**src/hsv_to_rgb_converter_core_macros.svh**
```systemverilog
// Assertion macros for the HSV to RGB converter.
// Used by the top level; expect clk_i and rst_ni in scope.
`ifndef HSV_TO_RGB_CONVERTER_CORE_MACROS_SVH
`define HSV_TO_RGB_CONVERTER_CORE_MACROS_SVH

// Clocked check, switched off while reset is asserted.
`define HSVRGB_ASSERT(lbl, prop) \
  lbl: assert property (@(posedge clk_i) disable iff (!rst_ni) prop) \
    else $error("hsvrgb: check failed");

// Same, with a caller-supplied message.
`define HSVRGB_ASSERT_MSG(lbl, prop, msg) \
  lbl: assert property (@(posedge clk_i) disable iff (!rst_ni) prop) \
    else $error(msg);

`endif

```
**src/hsvrgb_pkg.sv**
```systemverilog
// Shared constants, types and stage records of the HSV to RGB converter.
// No dependencies.
package hsvrgb_pkg;

  localparam int unsigned FRAC_BITS    = 16;
  localparam int unsigned CHANNEL_BITS = 8;

  localparam int unsigned IN_W   = FRAC_BITS + 1;      // Q1.F input
  localparam int unsigned H6_W   = IN_W + 3;           // 6*hue
  localparam int unsigned SEC_W  = 3;
  localparam int unsigned PROD_W = 2 * FRAC_BITS + 1;  // Q1.2F, max 1.0
  localparam int unsigned LO_W   = FRAC_BITS + IN_W;   // low chroma * f
  localparam int unsigned SUM_W  = PROD_W + 1;
  localparam int unsigned RND_SHIFT = 2 * FRAC_BITS - CHANNEL_BITS;
  localparam int unsigned RND_W  = SUM_W - RND_SHIFT;

  localparam logic [IN_W-1:0]         ONE_Q    = IN_W'(1) << FRAC_BITS;
  localparam logic [SUM_W-1:0]        RND_HALF = SUM_W'(1) << (RND_SHIFT - 1);
  localparam logic [CHANNEL_BITS-1:0] CH_MAX   = {CHANNEL_BITS{1'b1}};

  // Hue sector, floor(6*hue); hue of exactly 1.0 lands in SEC_WRAP.
  typedef enum logic [SEC_W-1:0] {
    SEC_RED_YELLOW    = 3'd0,
    SEC_YELLOW_GREEN  = 3'd1,
    SEC_GREEN_CYAN    = 3'd2,
    SEC_CYAN_BLUE     = 3'd3,
    SEC_BLUE_MAGENTA  = 3'd4,
    SEC_MAGENTA_RED   = 3'd5,
    SEC_WRAP          = 3'd6
  } sector_e;

  typedef struct packed {
    logic [PROD_W-1:0] chroma;
    logic [IN_W-1:0]   value;
    logic [IN_W-1:0]   frac;    // 1 - |(6h mod 2) - 1|
    sector_e           sector;
  } prep_t;

  typedef struct packed {
    logic [PROD_W-1:0] chroma;
    logic [PROD_W-1:0] x_part;  // X
    logic [PROD_W-1:0] offset;  // m = V - C
    sector_e           sector;
  } mix_t;

endpackage

```
**src/hsvrgb_prep.sv**
```systemverilog
// Stage 1: input clamp, hue sector and ramp, chroma multiply.
// Depends on hsvrgb_pkg.
module hsvrgb_prep (
  input  logic                        clk_i,
  input  logic                        rst_ni,
  input  logic                        valid_i,
  input  logic [hsvrgb_pkg::IN_W-1:0] hue_i,
  input  logic [hsvrgb_pkg::IN_W-1:0] saturation_i,
  input  logic [hsvrgb_pkg::IN_W-1:0] brightness_i,
  output logic                        valid_o,
  output hsvrgb_pkg::prep_t           prep_o
);
  import hsvrgb_pkg::*;

  logic [IN_W-1:0]   hue, sat, val;
  logic [H6_W-1:0]   hue6;
  logic [IN_W-1:0]   ramp;
  logic [2*IN_W-1:0] chroma_full;
  prep_t             prep_d, prep_q;
  logic              valid_q;

  always_comb begin
    hue = (hue_i > ONE_Q) ? ONE_Q : hue_i;
    sat = (saturation_i > ONE_Q) ? ONE_Q : saturation_i;
    val = (brightness_i > ONE_Q) ? ONE_Q : brightness_i;

    hue6 = {2'b00, hue, 1'b0} + {1'b0, hue, 2'b00};
    // odd half of a sector pair ramps down
    ramp = hue6[FRAC_BITS] ? (ONE_Q - {1'b0, hue6[FRAC_BITS-1:0]}) : hue6[FRAC_BITS:0];

    chroma_full = sat * val;

    prep_d.chroma = chroma_full[PROD_W-1:0];
    prep_d.value  = val;
    prep_d.frac   = ramp;
    prep_d.sector = sector_e'(hue6[FRAC_BITS+SEC_W-1:FRAC_BITS]);
  end

  always_ff @(posedge clk_i or negedge rst_ni) begin
    if (!rst_ni) begin
      valid_q <= 1'b0;
    end else begin
      valid_q <= valid_i;
    end
  end

  always_ff @(posedge clk_i) begin
    prep_q <= prep_d;
  end

  assign valid_o = valid_q;
  assign prep_o  = prep_q;

endmodule

```
**src/hsvrgb_mix.sv**
```systemverilog
// Stages 2 and 3: offset m, split X multiply, X sum.
// Depends on hsvrgb_pkg.
module hsvrgb_mix (
  input  logic              clk_i,
  input  logic              rst_ni,
  input  logic              valid_i,
  input  hsvrgb_pkg::prep_t prep_i,
  output logic              valid_o,
  output hsvrgb_pkg::mix_t  mix_o
);
  import hsvrgb_pkg::*;

  logic [2*IN_W-1:0] hi_full;
  logic [PROD_W-1:0] hi_d, hi_q;
  logic [LO_W-1:0]   lo_d, lo_q;
  logic [PROD_W-1:0] chroma_q, offset_d, offset_q;
  sector_e           sector_q;
  logic              valid2_q, valid3_q;
  mix_t              mix_d, mix_q;

  // X = chroma_hi*f + (chroma_lo*f >> F), exact floor of chroma*f/ONE
  always_comb begin
    hi_full  = prep_i.chroma[PROD_W-1:FRAC_BITS] * prep_i.frac;
    hi_d     = hi_full[PROD_W-1:0];
    lo_d     = prep_i.chroma[FRAC_BITS-1:0] * prep_i.frac;
    offset_d = {prep_i.value, {FRAC_BITS{1'b0}}} - prep_i.chroma;
  end

  always_comb begin
    mix_d.chroma = chroma_q;
    mix_d.x_part = hi_q + PROD_W'(lo_q >> FRAC_BITS);
    mix_d.offset = offset_q;
    mix_d.sector = sector_q;
  end

  always_ff @(posedge clk_i or negedge rst_ni) begin
    if (!rst_ni) begin
      valid2_q <= 1'b0;
      valid3_q <= 1'b0;
    end else begin
      valid2_q <= valid_i;
      valid3_q <= valid2_q;
    end
  end

  always_ff @(posedge clk_i) begin
    hi_q     <= hi_d;
    lo_q     <= lo_d;
    chroma_q <= prep_i.chroma;
    offset_q <= offset_d;
    sector_q <= prep_i.sector;
    mix_q    <= mix_d;
  end

  assign valid_o = valid3_q;
  assign mix_o   = mix_q;

endmodule

```
**src/hsvrgb_out.sv**
```systemverilog
// Stage 4: sector ordering, offset add, rounding and saturation.
// Depends on hsvrgb_pkg.
module hsvrgb_out (
  input  logic                                clk_i,
  input  logic                                rst_ni,
  input  logic                                valid_i,
  input  hsvrgb_pkg::mix_t                    mix_i,
  output logic                                valid_o,
  output logic [hsvrgb_pkg::CHANNEL_BITS-1:0] red_o,
  output logic [hsvrgb_pkg::CHANNEL_BITS-1:0] green_o,
  output logic [hsvrgb_pkg::CHANNEL_BITS-1:0] blue_o
);
  import hsvrgb_pkg::*;

  localparam logic [RND_W-1:0] CH_MAX_R = RND_W'(CH_MAX);

  logic [PROD_W-1:0]       r_sel, g_sel, b_sel;
  logic [CHANNEL_BITS-1:0] red_d, green_d, blue_d;
  logic [CHANNEL_BITS-1:0] red_q, green_q, blue_q;
  logic                    valid_q;

  function automatic logic [CHANNEL_BITS-1:0] to_channel(
    input logic [PROD_W-1:0] part,
    input logic [PROD_W-1:0] offset
  );
    logic [SUM_W-1:0] sum;
    logic [RND_W-1:0] rnd;
    sum = SUM_W'(part) + SUM_W'(offset) + RND_HALF;
    rnd = sum[SUM_W-1:RND_SHIFT];
    return (rnd > CH_MAX_R) ? CH_MAX : rnd[CHANNEL_BITS-1:0];
  endfunction

  always_comb begin
    r_sel = '0;
    g_sel = '0;
    b_sel = '0;
    unique case (mix_i.sector)
      SEC_RED_YELLOW: begin
        r_sel = mix_i.chroma; g_sel = mix_i.x_part;
      end
      SEC_YELLOW_GREEN: begin
        r_sel = mix_i.x_part; g_sel = mix_i.chroma;
      end
      SEC_GREEN_CYAN: begin
        g_sel = mix_i.chroma; b_sel = mix_i.x_part;
      end
      SEC_CYAN_BLUE: begin
        g_sel = mix_i.x_part; b_sel = mix_i.chroma;
      end
      SEC_BLUE_MAGENTA: begin
        r_sel = mix_i.x_part; b_sel = mix_i.chroma;
      end
      default: begin
        r_sel = mix_i.chroma; b_sel = mix_i.x_part;
      end
    endcase
    red_d   = to_channel(r_sel, mix_i.offset);
    green_d = to_channel(g_sel, mix_i.offset);
    blue_d  = to_channel(b_sel, mix_i.offset);
  end

  always_ff @(posedge clk_i or negedge rst_ni) begin
    if (!rst_ni) begin
      valid_q <= 1'b0;
    end else begin
      valid_q <= valid_i;
    end
  end

  always_ff @(posedge clk_i) begin
    red_q   <= red_d;
    green_q <= green_d;
    blue_q  <= blue_d;
  end

  assign valid_o = valid_q;
  assign red_o   = red_q;
  assign green_o = green_q;
  assign blue_o  = blue_q;

endmodule

```
**src/hsv_to_rgb_converter_core.sv**
```systemverilog
// HSV to RGB converter top level: four-stage pipeline, one pixel item per cycle while busy is low.
// A result strobes on valid_o once its item has passed the prep, mix and out registers.
// Stages: clamp+chroma multiply, offset+split X multiply, X sum, ordering+round+saturate.
// The receiver cannot stall; busy is low from the first clock after reset and stays low.
// Async active-low reset clears the valid bits and ready only, so nothing in flight is delivered.
// Depends on hsvrgb_pkg, hsvrgb_prep, hsvrgb_mix, hsvrgb_out and the macros header.
`include "hsv_to_rgb_converter_core_macros.svh"

module hsv_to_rgb_converter_core (
  input  logic                                clk_i,
  input  logic                                rst_ni,
  input  logic                                start,
  output logic                                busy,
  input  logic [hsvrgb_pkg::IN_W-1:0]         hue_i,
  input  logic [hsvrgb_pkg::IN_W-1:0]         saturation_i,
  input  logic [hsvrgb_pkg::IN_W-1:0]         brightness_i,
  output logic                                valid_o,
  output logic [hsvrgb_pkg::CHANNEL_BITS-1:0] red_o,
  output logic [hsvrgb_pkg::CHANNEL_BITS-1:0] green_o,
  output logic [hsvrgb_pkg::CHANNEL_BITS-1:0] blue_o
);
  import hsvrgb_pkg::*;

  // ready rises on the clock after reset release and never drops
  logic  ready_q;
  logic  accept;

  logic  prep_valid;
  prep_t prep;
  logic  mix_valid;
  mix_t  mix;

  always_ff @(posedge clk_i or negedge rst_ni) begin
    if (!rst_ni) begin
      ready_q <= 1'b0;
    end else begin
      ready_q <= 1'b1;
    end
  end

  assign busy   = ~ready_q;
  assign accept = start & ready_q;

  // Stage 1: clamp to 1.0, sector and ramp from 6*hue, C = S*V
  hsvrgb_prep u_prep (
    .clk_i        (clk_i),
    .rst_ni       (rst_ni),
    .valid_i      (accept),
    .hue_i        (hue_i),
    .saturation_i (saturation_i),
    .brightness_i (brightness_i),
    .valid_o      (prep_valid),
    .prep_o       (prep)
  );

  // Stages 2 and 3: m = V - C, X built from two narrow products
  hsvrgb_mix u_mix (
    .clk_i   (clk_i),
    .rst_ni  (rst_ni),
    .valid_i (prep_valid),
    .prep_i  (prep),
    .valid_o (mix_valid),
    .mix_o   (mix)
  );

  // Stage 4: place C and X by sector, add m, round half up, clip to full scale
  hsvrgb_out u_out (
    .clk_i   (clk_i),
    .rst_ni  (rst_ni),
    .valid_i (mix_valid),
    .mix_i   (mix),
    .valid_o (valid_o),
    .red_o   (red_o),
    .green_o (green_o),
    .blue_o  (blue_o)
  );

  // every item taken gives its result on valid_o after passing the prep, mix and out registers
  `HSVRGB_ASSERT(a_latency, accept |-> ##4 valid_o)
  // grey: no saturation means C and X vanish, all channels equal m
  `HSVRGB_ASSERT_MSG(a_grey, (accept && saturation_i == '0) |-> ##4 (red_o == green_o && green_o == blue_o), "hsvrgb: grey item not grey")
  // black: zero brightness gives zero on every channel
  `HSVRGB_ASSERT_MSG(a_black, (accept && brightness_i == '0) |-> ##4 (red_o == '0 && green_o == '0 && blue_o == '0), "hsvrgb: dark item not black")
  // once ready, the pipeline never pushes back
  `HSVRGB_ASSERT(a_no_stall, !busy |=> !busy)

endmodule
```
**config.mk**
```make
export PLATFORM = sky130hd
export DESIGN_NAME = hsv_to_rgb_converter_core
export DESIGN_NICKNAME = d
export VERILOG_FILES = /design/src/hsvrgb_pkg.sv /design/src/hsvrgb_prep.sv /design/src/hsvrgb_mix.sv /design/src/hsvrgb_out.sv /design/src/hsv_to_rgb_converter_core.sv
export VERILOG_INCLUDE_DIRS = /design/src /design/src/src
export SDC_FILE = /design/constraint.sdc
export NUM_CORES = 2
export LEC_CHECK = 0
export BUFFER_PORTS_ARGS = -buffer_cell sky130_fd_sc_hd__buf_2
export CORE_MARGIN = 1.5
export CORE_UTILIZATION = 45
export CTS_CLUSTER_SIZE = 25
export DETAILED_ROUTE_END_ITERATION = 16
export PLACE_DENSITY = 0.6
export RECOVER_POWER = 50
export SLEW_MARGIN = 20
export SYNTH_ARGS = -nofsm -noshare
export SYNTH_HDL_FRONTEND = slang
export SYNTH_SLANG_ARGS = --single-unit
```
**constraint.sdc**
```tcl
create_clock -name clk_i -period 15.04 [get_ports clk_i]
set_clock_uncertainty 0.1 [all_clocks]
set_input_delay 3.008 -clock clk_i [delete_from_list [all_inputs] [get_ports clk_i]]
set_output_delay 3.008 -clock clk_i [all_outputs]
set_load 0.02 [all_outputs]
```
==> results.cfg <==
[status]
status = complete, but fails checks
violations = max-capacitance violations, max-slew violations

[clocking]
cts_hold_buf = 0
root_buffer = clkbuf_16
cts_tree = yes
htree_levels = 2
cts_made_buffers = 38
cts_setup_buffers = 0
cts_sinks = 316
clkTransAtPathRegs_ns = 0.07
clock_latency_ns = 0.58
cts.path.max_buffers = 3
cts_resized = 0

[floorplanning]
coreArea_sq_um = 90100
dieHeight_um = 305
die_x_um = 305
rows = 110
initial_core_util_pct = 45.5
pin_count = 80
dieArea_sq_um = 92900

[synth]
synth.distinct_cells = 77
synth_area_sq_um = 41000
synthFlopType = dfxtp_1
synthCells = 4612
synth_edf_count = 0
yosysSeqAreaShare_pct = 15.5
synth_warnings = 0
synth-seq-cells = 316
syn-num-nets = 5849
postSynthAreaPerCell_sq_um = 8.89
synth-async-reset-ratio_pct = 1.58

[sta]
tightest_slew_ns = 1.75
setup_viol = 0
hold_viol = 0
fin_crit_sh_pct = 71.7
rsz0062_at_grt = no
slew_headroom_pct = -16.4
fmax_mhz = 92.8
period_minus_slack_ns = 10.78
setup_tns_ns = 0
final-max-slew-violation-count = 105

[grt]
grt_pass1_wl_mm = 170
antenna_found_initial = 2
overflow = 0
grt_pass1_vias = 31400
globalRouteTotalUtil_pct = 23.2
grt_max_degree = 43

[hold_path]
min-delay-start = u_mix.chroma_q[0]
whs_endpoint = u_mix.mix_o[3]
hp-class = register to register
min_path_cells = 0

[finish]
fillCellCount = 8590
ff_latch_area_sq_um = 6360
drive_above_1_share_pct = 4.46
nNetsFinal = 5850
syn_to_final_growth_pct = 7.28
diodes = 0
multi_input_comb_area_sq_um = 30800
final_cell_mix = inv_1, nand2_1, fa_1
final_common_cell = inv_1

[detailed_routing]
drt-total-wl_mm = 105
first_pass_iters = 5
wl_per_cell_um = 18.1
via_per_inst = 5.22
vias = 30400
final_antenna_net_count = 0
drc = 0
first_iter_violations = 1710

[setup_path]
critical_path_required_ns = 15.45
path_max_fanout = 22
endpoint_kind = register
arrival_ns = 11.19
critPathLaunchType = input port
worstSetupPathType = input port to register
rr_worst_depth = 24
r2r_start = u_prep.prep_o[44]
reg2reg_to = u_mix.lo_q[32]
r2r_slack_ns = 6.93

[placed_design]
routabilityCongestion = 0.933
port_buffers = 79
hpwl_mm = 82.3

[flow_run]
cap_violations = 5
[registers in the layout (all words and copies together) (netlist names), 3 cells and up]
signal	cells
u_out.green_o	8
u_out.blue_o	8
u_mix.lo_q	17
u_mix.mix_o	101
u_mix.sector_q	3
u_prep.prep_o	69
u_mix.chroma_q	33
u_out.red_o	8
u_mix.offset_q	32
u_mix.hi_q	32
[layer usage]
metal / up-vias / GRT usage, % / wire length (um)
met3: 185 / 4.19 / 7630
li1: 14400 / - / -
met4: 0 / 6.87 / 3150
met2: 904 / 36.1 / 45600
met5: - / 0 / 0
met1: 14900 / 32.7 / 48800
[logic make-up (layout without fill, tap and decap cells)]
logic type,count (synthesis),count (layout),synth area share [%]
DFF,316,316,15.5
AOI/OAI and AO/OA,507,507,8.04
xor gates and xnor gates,188,188,4.02
other,1,1,0.00915
adders and majority gates,1183,1183,47.5
muxes,4,4,0.101
buffers and inverters,1020,1051,9.36
and+or+nand+nor,1393,1393,15.4
[synth_stat cells, drive strengths merged (32+ instances only)]
master | n | area, sq um
nor2b | 37 | 231
ha | 558 | 6980
fa | 625 | 12500
dfxtp | 311 | 6230
clkbuf | 155 | 582
nand2 | 743 | 2790
a21oi | 187 | 936
a21o | 64 | 480
nor3 | 32 | 160
inv | 848 | 3180
a22o | 34 | 298
and2 | 217 | 1360
nor2 | 195 | 734
o21ai | 73 | 373
nand3 | 36 | 180
xnor2 | 144 | 1260
xor2 | 44 | 385
[worst max-delay path by stage]
stage	end	from	depth (start not counted)	slack, ns
floorplan	u_prep.prep_o[68]	brightness_i[0]	28	5.11
global placement	u_prep.prep_o[68]	brightness_i[6]	27	3.98
detailed placement	u_prep.prep_o[68]	saturation_i[1]	26	3.93
CTS	u_prep.prep_o[68]	saturation_i[1]	26	4.52
global route	u_prep.prep_o[68]	brightness_i[16]	25	3.81
finish	u_prep.prep_o[68]	brightness_i[16]	25	4.26
[area by class of cell]
class,count,area share [%]
timing repair buffer,131,1.59
sequential,316,14.5
clock inverter,28,0.979
clock buffer,42,2.24
inverter,850,7.25
multi-input combinational,3276,70.1
tap,1176,3.35
[stage by stage]
step | hold WS [ns] | instances | instance area (sq um) | util [%] | setup WS, ns
floorplan | 0.210 | 4612 | 41000 | - | 5.11
global placement | 0.210 | 5749 | 42700 | 47.3 | 3.98
detailed placement | 0.212 | 5749 | 42700 | 47.3 | 3.93
CTS | 0.225 | 5819 | 44100 | 48.9 | 4.52
global route | 0.227 | 5819 | 44000 | 48.8 | 3.81
finish | 0.225 | 5819 | 44000 | 48.8 | 4.26
[worst max-delay path: stages]
cell and delay (ns):
clkbuf_1 0.73, nand2_1 0.71, nand2_1 0.53, clkinv_1 0.44, nand2_1 0.22, fa_1 0.44
fa_1 0.50, inv_1 0.05, fa_1 0.38, fa_1 0.42, fa_1 0.51, inv_1 0.05
fa_1 0.49, inv_1 0.04, ha_1 0.35, a2111oi_0 0.37, o21ai_0 0.15, o211ai_1 0.12
a21oi_1 0.10, a21oi_1 0.28, a21oi_1 0.13, and4_1 0.21, a2111oi_0 0.62, a21o_1 0.22
xnor2_1 0.10
Power is left out: the tool's default activity adds up to more than one toggle a clock period on the data nets, which glitch-free logic cannot reach.
